$ cat src/design/atp_pkg.sv
// Shared types and constants for the AT command line parser.
// No dependencies; imported by atp_front, atp_back and the top level.
`default_nettype none

package atp_pkg;

  localparam int LINE_MAX_DEF = 256;
  localparam int QUEUE_DEPTH  = 2;

  localparam logic [7:0] CH_A  = 8'h41;
  localparam logic [7:0] CH_T  = 8'h54;
  localparam logic [7:0] CH_EQ = 8'h3D;
  localparam logic [7:0] CH_Q  = 8'h3F;
  localparam logic [7:0] CH_LF = 8'd10;
  localparam logic [7:0] CH_CR = 8'd13;
  localparam logic [7:0] DELIM_RESET = 8'd44;

  localparam logic [1:0] CMD_EXEC  = 2'd0;
  localparam logic [1:0] CMD_READ  = 2'd1;
  localparam logic [1:0] CMD_WRITE = 2'd2;
  localparam logic [1:0] CMD_TEST  = 2'd3;

  localparam logic [1:0] EV_START = 2'd0;
  localparam logic [1:0] EV_BYTE  = 2'd1;
  localparam logic [1:0] EV_END   = 2'd2;

  // one classified byte, front to back
  typedef struct packed {
    logic [1:0] kind;
    logic       is_eq;
    logic       is_q;
    logic       is_delim;
  } ev_t;

  typedef struct packed {
    logic [7:0] line_length;
    logic [7:0] name_length;
    logic [1:0] command_type;
    logic [7:0] param_count;
    logic       param_error;
  } res_t;

endpackage

`default_nettype wire

$ cat src/design/atp_fifo.sv
// Small register queue, used between front and back and on the result side.
// Depends on nothing but its parameters.
`default_nettype none

module atp_fifo #(
  parameter int WIDTH = 8,
  parameter int DEPTH = 2
) (
  input  wire logic             clk,
  input  wire logic             rst_n,
  input  wire logic             push,
  input  wire logic [WIDTH-1:0] wdata,
  output logic                  full,
  input  wire logic             pop,
  output logic [WIDTH-1:0]      rdata,
  output logic                  empty
);

  localparam int PW = $clog2(DEPTH);
  localparam int CW = $clog2(DEPTH + 1);
  localparam logic [PW-1:0] PTR_LAST = PW'(DEPTH - 1);
  localparam logic [CW-1:0] CNT_FULL = CW'(DEPTH);

  logic [WIDTH-1:0] mem_r [DEPTH];
  logic [PW-1:0]    wr_ptr_r, wr_ptr_nxt;
  logic [PW-1:0]    rd_ptr_r, rd_ptr_nxt;
  logic [CW-1:0]    cnt_r, cnt_nxt;
  logic             do_push, do_pop;

  assign full    = (cnt_r == CNT_FULL);
  assign empty   = (cnt_r == '0);
  assign do_push = push && !full;
  assign do_pop  = pop && !empty;
  assign rdata   = mem_r[rd_ptr_r];

  always_comb begin
    wr_ptr_nxt = wr_ptr_r;
    rd_ptr_nxt = rd_ptr_r;
    cnt_nxt    = cnt_r;
    if (do_push) begin
      wr_ptr_nxt = (wr_ptr_r == PTR_LAST) ? '0 : wr_ptr_r + 1'b1;
    end
    if (do_pop) begin
      rd_ptr_nxt = (rd_ptr_r == PTR_LAST) ? '0 : rd_ptr_r + 1'b1;
    end
    if (do_push && !do_pop) begin
      cnt_nxt = cnt_r + 1'b1;
    end else if (do_pop && !do_push) begin
      cnt_nxt = cnt_r - 1'b1;
    end
  end

  always_ff @(posedge clk) begin
    if (!rst_n) begin
      wr_ptr_r <= '0;
      rd_ptr_r <= '0;
      cnt_r    <= '0;
    end else begin
      wr_ptr_r <= wr_ptr_nxt;
      rd_ptr_r <= rd_ptr_nxt;
      cnt_r    <= cnt_nxt;
    end
  end

  always_ff @(posedge clk) begin
    if (do_push) begin
      mem_r[wr_ptr_r] <= wdata;
    end
  end

endmodule

`default_nettype wire

$ cat src/design/atp_front.sv
// Front end: AT hunt, terminator and overlong-line detection, byte classification.
// Depends on atp_pkg; feeds classified bytes into the event queue.
`default_nettype none

module atp_front
  import atp_pkg::*;
#(
  parameter int LINE_MAX = LINE_MAX_DEF
) (
  input  wire logic       clk,
  input  wire logic       rst_n,
  input  wire logic       cfg_write_en,
  input  wire logic [7:0] cfg_param_delimiter,
  input  wire logic       accept,
  input  wire logic [7:0] rx_byte,
  output logic            ev_push,
  output ev_t             ev
);

  localparam int CNT_W = $clog2(LINE_MAX);
  localparam logic [CNT_W-1:0] LINE_LIM = CNT_W'(LINE_MAX - 2);

  logic             collecting_r, collecting_nxt;
  logic [7:0]       prev_byte_r, prev_byte_nxt;
  logic [CNT_W-1:0] line_cnt_r, line_cnt_nxt;
  logic [7:0]       delim_r;
  logic             is_term;

  assign is_term = (rx_byte == CH_LF) || (rx_byte == CH_CR);

  always_comb begin
    collecting_nxt = collecting_r;
    prev_byte_nxt  = prev_byte_r;
    line_cnt_nxt   = line_cnt_r;
    ev_push        = 1'b0;
    ev.kind        = EV_BYTE;
    ev.is_eq       = (rx_byte == CH_EQ);
    ev.is_q        = (rx_byte == CH_Q);
    ev.is_delim    = (rx_byte == delim_r);
    if (accept) begin
      prev_byte_nxt = rx_byte;
      if (!collecting_r) begin
        if (prev_byte_r == CH_A && rx_byte == CH_T) begin
          collecting_nxt = 1'b1;
          line_cnt_nxt   = CNT_W'(2);
          ev_push        = 1'b1;
          ev.kind        = EV_START;
        end
      end else if (is_term) begin
        collecting_nxt = 1'b0;
        ev_push        = 1'b1;
        ev.kind        = EV_END;
      end else if (line_cnt_r >= LINE_LIM) begin
        // overlong: drop silently, back end is reset by the next START
        collecting_nxt = 1'b0;
      end else begin
        line_cnt_nxt = line_cnt_r + 1'b1;
        ev_push      = 1'b1;
      end
    end
  end

  always_ff @(posedge clk) begin
    if (!rst_n) begin
      collecting_r <= 1'b0;
      prev_byte_r  <= '0;
      line_cnt_r   <= '0;
      delim_r      <= DELIM_RESET;
    end else begin
      collecting_r <= collecting_nxt;
      prev_byte_r  <= prev_byte_nxt;
      line_cnt_r   <= line_cnt_nxt;
      if (cfg_write_en) begin
        delim_r <= cfg_param_delimiter;
      end
    end
  end

endmodule

`default_nettype wire

$ cat src/design/atp_back.sv
// Back end: per-line counters and command typing, builds the line summary.
// Depends on atp_pkg; drains the event queue and fills the result queue.
`default_nettype none

module atp_back
  import atp_pkg::*;
#(
  parameter int LINE_MAX = LINE_MAX_DEF
) (
  input  wire logic clk,
  input  wire logic rst_n,
  input  wire logic ev_empty,
  input  ev_t       ev,
  output logic      ev_pop,
  input  wire logic res_full,
  output logic      res_push,
  output res_t      res
);

  localparam int CNT_W = $clog2(LINE_MAX);

  logic [CNT_W-1:0] line_cnt_r, line_cnt_nxt;
  logic [CNT_W-1:0] name_cnt_r, name_cnt_nxt;
  logic [CNT_W-1:0] delim_cnt_r, delim_cnt_nxt;
  logic             type_found_r, type_found_nxt;
  logic [1:0]       kind_r, kind_nxt;
  logic             after_eq_r, after_eq_nxt;
  logic             jae_r, jae_nxt;
  logic             is_end, err;
  logic [CNT_W+7:0] line_ext, name_ext, delim_ext;

  assign is_end   = (ev.kind == EV_END);
  assign ev_pop   = !ev_empty && (!is_end || !res_full);
  assign res_push = !ev_empty && is_end && !res_full;

  assign err       = after_eq_r && jae_r;
  assign line_ext  = {8'd0, line_cnt_r};
  assign name_ext  = {8'd0, name_cnt_r};
  assign delim_ext = {8'd0, delim_cnt_r} + 1'b1;

  assign res.line_length  = line_ext[7:0];
  assign res.name_length  = name_ext[7:0];
  assign res.command_type = kind_r;
  assign res.param_count  = (after_eq_r && !err) ? delim_ext[7:0] : 8'd0;
  assign res.param_error  = err;

  always_comb begin
    line_cnt_nxt   = line_cnt_r;
    name_cnt_nxt   = name_cnt_r;
    delim_cnt_nxt  = delim_cnt_r;
    type_found_nxt = type_found_r;
    kind_nxt       = kind_r;
    after_eq_nxt   = after_eq_r;
    jae_nxt        = jae_r;
    if (ev_pop) begin
      unique case (ev.kind)
        EV_START: begin
          line_cnt_nxt   = CNT_W'(2);
          name_cnt_nxt   = CNT_W'(2);
          delim_cnt_nxt  = '0;
          type_found_nxt = 1'b0;
          kind_nxt       = CMD_EXEC;
          after_eq_nxt   = 1'b0;
          jae_nxt        = 1'b0;
        end
        EV_BYTE: begin
          jae_nxt = 1'b0;
          // "=?" right after the type-deciding '=' makes it a test command
          if (jae_r && ev.is_q && kind_r == CMD_WRITE) begin
            kind_nxt = CMD_TEST;
          end
          if (!type_found_r) begin
            if (ev.is_eq) begin
              type_found_nxt = 1'b1;
              kind_nxt       = CMD_WRITE;
            end else if (ev.is_q) begin
              type_found_nxt = 1'b1;
              kind_nxt       = CMD_READ;
            end else begin
              name_cnt_nxt = name_cnt_r + 1'b1;
            end
          end
          if (!after_eq_r && ev.is_eq) begin
            after_eq_nxt = 1'b1;
            jae_nxt      = 1'b1;
          end
          // uses the updated flag: a '=' delimiter counts itself
          if (after_eq_nxt && ev.is_delim) begin
            delim_cnt_nxt = delim_cnt_r + 1'b1;
          end
          line_cnt_nxt = line_cnt_r + 1'b1;
        end
        default: begin
        end
      endcase
    end
  end

  always_ff @(posedge clk) begin
    if (!rst_n) begin
      line_cnt_r   <= '0;
      name_cnt_r   <= '0;
      delim_cnt_r  <= '0;
      type_found_r <= 1'b0;
      kind_r       <= CMD_EXEC;
      after_eq_r   <= 1'b0;
      jae_r        <= 1'b0;
    end else begin
      line_cnt_r   <= line_cnt_nxt;
      name_cnt_r   <= name_cnt_nxt;
      delim_cnt_r  <= delim_cnt_nxt;
      type_found_r <= type_found_nxt;
      kind_r       <= kind_nxt;
      after_eq_r   <= after_eq_nxt;
      jae_r        <= jae_nxt;
    end
  end

  a_name_le_line: assert property (@(posedge clk) disable iff (!rst_n)
    name_cnt_r <= line_cnt_r)
    else $error("name count exceeds line count");

  a_exec_until_typed: assert property (@(posedge clk) disable iff (!rst_n)
    !type_found_r |-> kind_r == CMD_EXEC)
    else $error("command type set without a type byte");

  a_jae_implies_eq: assert property (@(posedge clk) disable iff (!rst_n)
    jae_r |-> after_eq_r)
    else $error("just-after-equals without equals");

  a_start_clears: assert property (@(posedge clk) disable iff (!rst_n)
    (ev_pop && ev.kind == EV_START) |=> (line_cnt_r == CNT_W'(2) && delim_cnt_r == '0))
    else $error("line start did not reset counters");

endmodule

`default_nettype wire

$ cat src/design/at_command_line_parser.sv
// AT command line parser, top level: front end, event queue, back end, result queue.
// A result appears (empty low) once the CR/LF's END event has passed both queues.
// Throughput: one byte per cycle; full only rises when the result queue backs up
// through the 2-entry event queue.
// Reset: synchronous, active low; hunts for "AT", delimiter returns to ','.
// Depends on atp_pkg, atp_fifo, atp_front, atp_back.
`default_nettype none

module at_command_line_parser
  import atp_pkg::*;
#(
  parameter int LINE_MAX = LINE_MAX_DEF
) (
  input  wire logic       clk,
  input  wire logic       rst_n,
  input  wire logic       cfg_write_en,
  input  wire logic [7:0] cfg_param_delimiter,
  input  wire logic       push,
  output logic            full,
  input  wire logic [7:0] in_rx_byte,
  output logic            empty,
  input  wire logic       pop,
  output logic [7:0]      out_line_length,
  output logic [7:0]      out_name_length,
  output logic [1:0]      out_command_type,
  output logic [7:0]      out_param_count,
  output logic            out_param_error
);

  logic                  accept;
  logic                  ev_push, ev_pop, ev_empty;
  ev_t                   ev_in;
  logic [$bits(ev_t)-1:0]  ev_q;
  logic                  res_push, res_full;
  res_t                  res_in, res_out;
  logic [$bits(res_t)-1:0] res_q;

  assign accept = push && !full;

  atp_front #(.LINE_MAX(LINE_MAX)) u_front (
    .clk                 (clk),
    .rst_n               (rst_n),
    .cfg_write_en        (cfg_write_en),
    .cfg_param_delimiter (cfg_param_delimiter),
    .accept              (accept),
    .rx_byte             (in_rx_byte),
    .ev_push             (ev_push),
    .ev                  (ev_in)
  );

  atp_fifo #(.WIDTH($bits(ev_t)), .DEPTH(QUEUE_DEPTH)) u_evq (
    .clk   (clk),
    .rst_n (rst_n),
    .push  (ev_push),
    .wdata (ev_in),
    .full  (full),
    .pop   (ev_pop),
    .rdata (ev_q),
    .empty (ev_empty)
  );

  atp_back #(.LINE_MAX(LINE_MAX)) u_back (
    .clk      (clk),
    .rst_n    (rst_n),
    .ev_empty (ev_empty),
    .ev       (ev_t'(ev_q)),
    .ev_pop   (ev_pop),
    .res_full (res_full),
    .res_push (res_push),
    .res      (res_in)
  );

  atp_fifo #(.WIDTH($bits(res_t)), .DEPTH(QUEUE_DEPTH)) u_resq (
    .clk   (clk),
    .rst_n (rst_n),
    .push  (res_push),
    .wdata (res_in),
    .full  (res_full),
    .pop   (pop),
    .rdata (res_q),
    .empty (empty)
  );

  assign res_out          = res_t'(res_q);
  assign out_line_length  = res_out.line_length;
  assign out_name_length  = res_out.name_length;
  assign out_command_type = res_out.command_type;
  assign out_param_count  = res_out.param_count;
  assign out_param_error  = res_out.param_error;

endmodule

`default_nettype wire
$ cat config.mk
export PLATFORM = sky130hd
export DESIGN_NAME = at_command_line_parser
export DESIGN_NICKNAME = d
export VERILOG_FILES = /design/src/design/atp_pkg.sv /design/src/design/atp_fifo.sv /design/src/design/atp_front.sv /design/src/design/atp_back.sv /design/src/design/at_command_line_parser.sv
export SDC_FILE = /design/constraint.sdc
export NUM_CORES = 1
export LEC_CHECK = 0
export BUFFER_PORTS_ARGS = -buffer_cell sky130_fd_sc_hd__buf_2
export CORE_MARGIN = 3
export CORE_UTILIZATION = 31
export CTS_CLUSTER_SIZE = 8
export DETAILED_ROUTE_END_ITERATION = 10
export GPL_ROUTABILITY_DRIVEN = 0
export GPL_TIMING_DRIVEN = 0
export HOLD_SLACK_MARGIN = 0.15
export PLACE_DENSITY = 0.44
export SYNTH_ARGS = -nofsm -noshare
export SYNTH_HDL_FRONTEND = slang
export SYNTH_SLANG_ARGS = --single-unit
$ cat constraint.sdc
create_clock -name clk -period 4.3 [get_ports clk]
set_input_delay 0.86 -clock clk [delete_from_list [all_inputs] [get_ports clk]]
set_output_delay 0.86 -clock clk [all_outputs]
set_load 0.03 [all_outputs]
==> impl_summary.md <==
Run status
The flow ran to the end, and the final reports show no timing, DRC or antenna violations.

Setup path
Together, buffers and inverters on the worst path number 3. Data on the critical path is required at its endpoint by 3.44 ns. The top cell family by delay on the critical path is buffers and inverters.

The arrival time reported for the critical path endpoint is 2.27 ns. In this run the worst path has a maximum fanout of 10. The critical path goes through clkbuf_1 > clkbuf_1 > mux2_2 > buf_2. Counting cells, the worst reg-to-reg path comes to 8. The critical path launch point type is a register. In this design, the critical path's most frequently occurring cell is clkbuf_1. The critical-path cell with the highest stage delay is clkbuf_1. The critical path class is register to output pin. STA classifies the critical path endpoint as an output pin. The critical path runs through a total of 4 cells. The delay of the slowest cell on the worst path is 0.53 ns.

Placed design
Detailed placement ended at an HPWL of 8.153 mm. Input and output buffers added on the ports amount to 47.

Detailed routing
In the routed design, unresolved DRC markers number 0. In the final routed layout, each cell accounts on average for 14.58 µm. The routed via count is 3,804. The number of vias per cell is 4.803. The final antenna-violating net count is 0.

The final layout contains routed wiring with a total length of 11.55 mm. The number of design-rule violations left by the first detailed-router iteration is 205. The detailed-router iteration count before antenna repair is 4.

Synth
The most area-hungry cell type in the Yosys netlist is edfxtp_1. The proportion of register bits with asynchronous set or reset after synthesis is 0%. The number of nets produced by synthesis is 513.

After synthesis, flip-flops and latches occupy 57.19% of the total area. The combinational family with the most area after synthesis is simple AND/OR/NAND/NOR gates. The synthesized netlist devotes 9.786% of its cell area to compound gates. The number of unique standard cell types used by synthesis is 60. The post-synthesis instance area is 5600 µm². The area fraction in and, or, nand and nor cells after synthesis is 16.20%.

Of the post-synthesis cell area, the part taken by muxes is 8.289%. The synthesis-stage register bit count is 128. Counting flops with a built-in enable in the synthesized netlist gives 64. The count of synthesis-stage warnings from yosys is 0. The gate count of the mapped netlist is 485. The area fraction of the dominant cell type after synthesis is 34.32%. The synthesized-area fraction occupied by adder cells is 1.564%. The mean instance size in the synthesized netlist is 11.55 µm². After Yosys synthesis, XOR and XNOR cells account for 4.692% of the synthesized area. Ranked by total cell area, the synthesized netlist is headed by edfxtp_1 (34%), dfxtp_1 (23%), mux2_2 (5.4%), xnor2_1 (3.0%), mux2i_1 (2.9%). The prevailing post-synth register cell is edfxtp_1.

Floorplanning
The effective utilization at floorplan is 32.04%. The floorplan step defined a die boundary enclosing 19,720 µm². The core region area is 17,480 µm².

The number of top-level design ports is 50. The count of standard-cell rows is 48. The die outline height is 140.4 µm. From left edge to right edge, the die measures 140.4 µm.

Layout
The final layout contains 582 nets. The multi-input combinational cells in the finished layout cover a total of 2277 µm². The filler cells instantiated in the layout total 1,702. The share of cells above drive strength 1 is 21.34%.

Leaving out fill and tap cells, the most frequent cells in the layout are dfxtp_1 (64), edfxtp_1 (64), buf_2 (50), nor2_1 (39), nand2_1 (38). Summing all flip-flop and latch instances after layout gives 3203 µm². The final design utilization is 38.70%. The number of diodes is 0. The area added between synthesis and finish is 20.76%.

Min path
The worst hold path belongs to the class register to register. Along the worst hold path, the cell count comes to 2.

Pwr
The power per cell area is 562.9 nW/µm². The power share of the sequential group is 40.0%. The design draws 3.807 mW. The switching power is 1.080 mW. The cell internal power dissipation is 2.727 mW. The share of total power dissipated in the clock network is 38.7%.

Summed over all cells, the static leakage comes to 2.268 nW. The switching power share of the total is 28.37%. The portion of total power attributed to combinational logic is 21.3%. IR analysis of the VDD net gives a maximum drop of 0.0002752 V.

STA
The count of pins over their slew limit is 0. The worst relative slew slack is 37.47%. The transition time at the pin with the least slew margin is 0.9301 ns.

Setup violations remaining at the end of the flow were counted as 0. Setup repair after global routing left no endpoint under its margin. The minimum hold slack is 0.4610 ns.

The maximum clock skew at final layout is 0.01392 ns. Of the available clock period, the critical path in the final layout requires 72.85%. Derived from the worst setup path, the maximum achievable clock frequency is 319.2 MHz. The time the final worst path needs with I/O delays and setup is 3.133 ns. Adding up every negative setup slack in the final design gives 0 ns. The count of final hold-check violations is 0.

CTS
In this run, post-CTS repair resized a total of 0 instances. The clock tree buffer depth is 2. In this run the number of H-tree levels came out at 4. The tree is rooted in a clkbuf_16. Counting the buffers created by CTS gives 17. The clock tree from TritonCTS is done.

The number of buffers inserted to repair setup after CTS is 0. After clock tree synthesis, the clock-pin slew on the worst setup and hold paths is 0.05 ns. Clock tree synthesis found a total of 128 sinks. Hold repair after CTS inserted 0 buffers. The insertion delay of the later-clocked pin in the worst-skew pair is 0.41 ns.

Global route
After global routing the overflow that remains totals 0. The initial antenna violation count is 0. The via count of the first global-routing pass is 3,848. Entering global routing, the biggest net connects 28 pins.

The global-route usage over all layers is 12.61%. The global-route wire length before repair is 19.77 mm.

Job
The number of max-capacitance violations reported is 0.
## cells in the mapped netlist (2+ instances only)
library cell,instances
or2_2,2
nor3_1,9
o21ai_0,13
a21boi_0,12
buf_2,3
nor2b_1,11
or3_1,5
nor3b_1,3
inv_1,10
a21boi_1,2
and3_1,6
nand3b_1,2
and2_1,12
clkbuf_1,16
xor2_1,11
o2bb2ai_1,2
a21oi_1,9
mux2_2,27
o211ai_1,8
nand3_1,13
a32oi_1,2
a41oi_1,2
ha_1,7
nand4_1,12
nor4b_1,3
dfxtp_1,64
nand2_1,38
nor2_1,39
edfxtp_1,64
xnor2_1,19
o21a_1,5
o311a_1,4
mux2i_1,16
nand2b_1,8
## cell type report
cell class                      instances  share of cell area (%)
Tap cell                              225                   4.163
Inverter                               10                  0.5550
Multi-Input combinational cell        326                   33.67
Timing Repair Buffer                   50                   3.867
Clock inverter                         13                   2.498
Sequential cell                       128                   47.36
Clock buffer                           19                   6.549
Buffer                                 21                   1.332
## cell families after synthesis
logic type | after synthesis
simple gates | 173
flops | 128
compound gates | 73
mux | 43
buf+inv | 31
xor+xnor | 30
fa+ha+maj | 7
## path summary, 6_finish.rpt
kind	startpoint	to	slack, ns
max	register	out_command_type[1]	1.17
min	u_front.prev_byte_r[6]$_SDFFE_PN0N_	u_front.prev_byte_r[6]$_SDFFE_PN0N_	0.46
min reg2reg	u_front.prev_byte_r[6]$_SDFFE_PN0N_	u_front.prev_byte_r[6]$_SDFFE_PN0N_	0.46
max reg2reg	u_front.line_cnt_r[0]$_SDFFE_PN0P_	u_evq.cnt_r[1]$_SDFFE_PN0P_	1.81
## per-layer routing
metal / wire, µm / track usage (%)
met1: 5492 / 16.30
met2: 5400 / 19.98
met3: 444 / 3.482
met4: 211 / 5.150
met5: 0 / 0
## power by group through the flow
stage | clock [mW] | sequential [mW] | combinational (mW)
floorplan | 0 | 1.54 | 0.595
global placement | 0 | 1.56 | 0.790
detailed placement | 0 | 1.55 | 0.834
CTS | 1.52 | 1.52 | 0.837
global route | 1.57 | 1.54 | 0.900
finish | 1.47 | 1.52 | 0.813
## flip-flops by register name, summed over array words and instances (netlist names), 2 cells and up, named ones only
register             count
u_back.name_cnt_r        8
u_evq.cnt_r              2
u_evq.mem_r             10
u_resq.cnt_r             2
u_front.delim_r          8
u_back.kind_r            2
u_back.line_cnt_r        8
u_resq.mem_r            54
u_front.prev_byte_r      8
u_back.delim_cnt_r       8
u_front.line_cnt_r       8
## worst min-delay path: stages (launching register included)
cell and delay (ns):
dfxtp_1 0.30, nand2_1 0.05, a21boi_0 0.06
## per-stage QoR
stage	setup WS (ns)	instance area (µm²)	instances
2_1_floorplan	0.4386	5600	485
3_3_place_gp	-1.552	6117	757
3_5_place_dp	1.060	6150	760
4_1_cts	1.038	6761	792
5_1_grt	0.9386	6763	792
6_report	1.167	6763	792
Power figures use the tool's default switching activity.
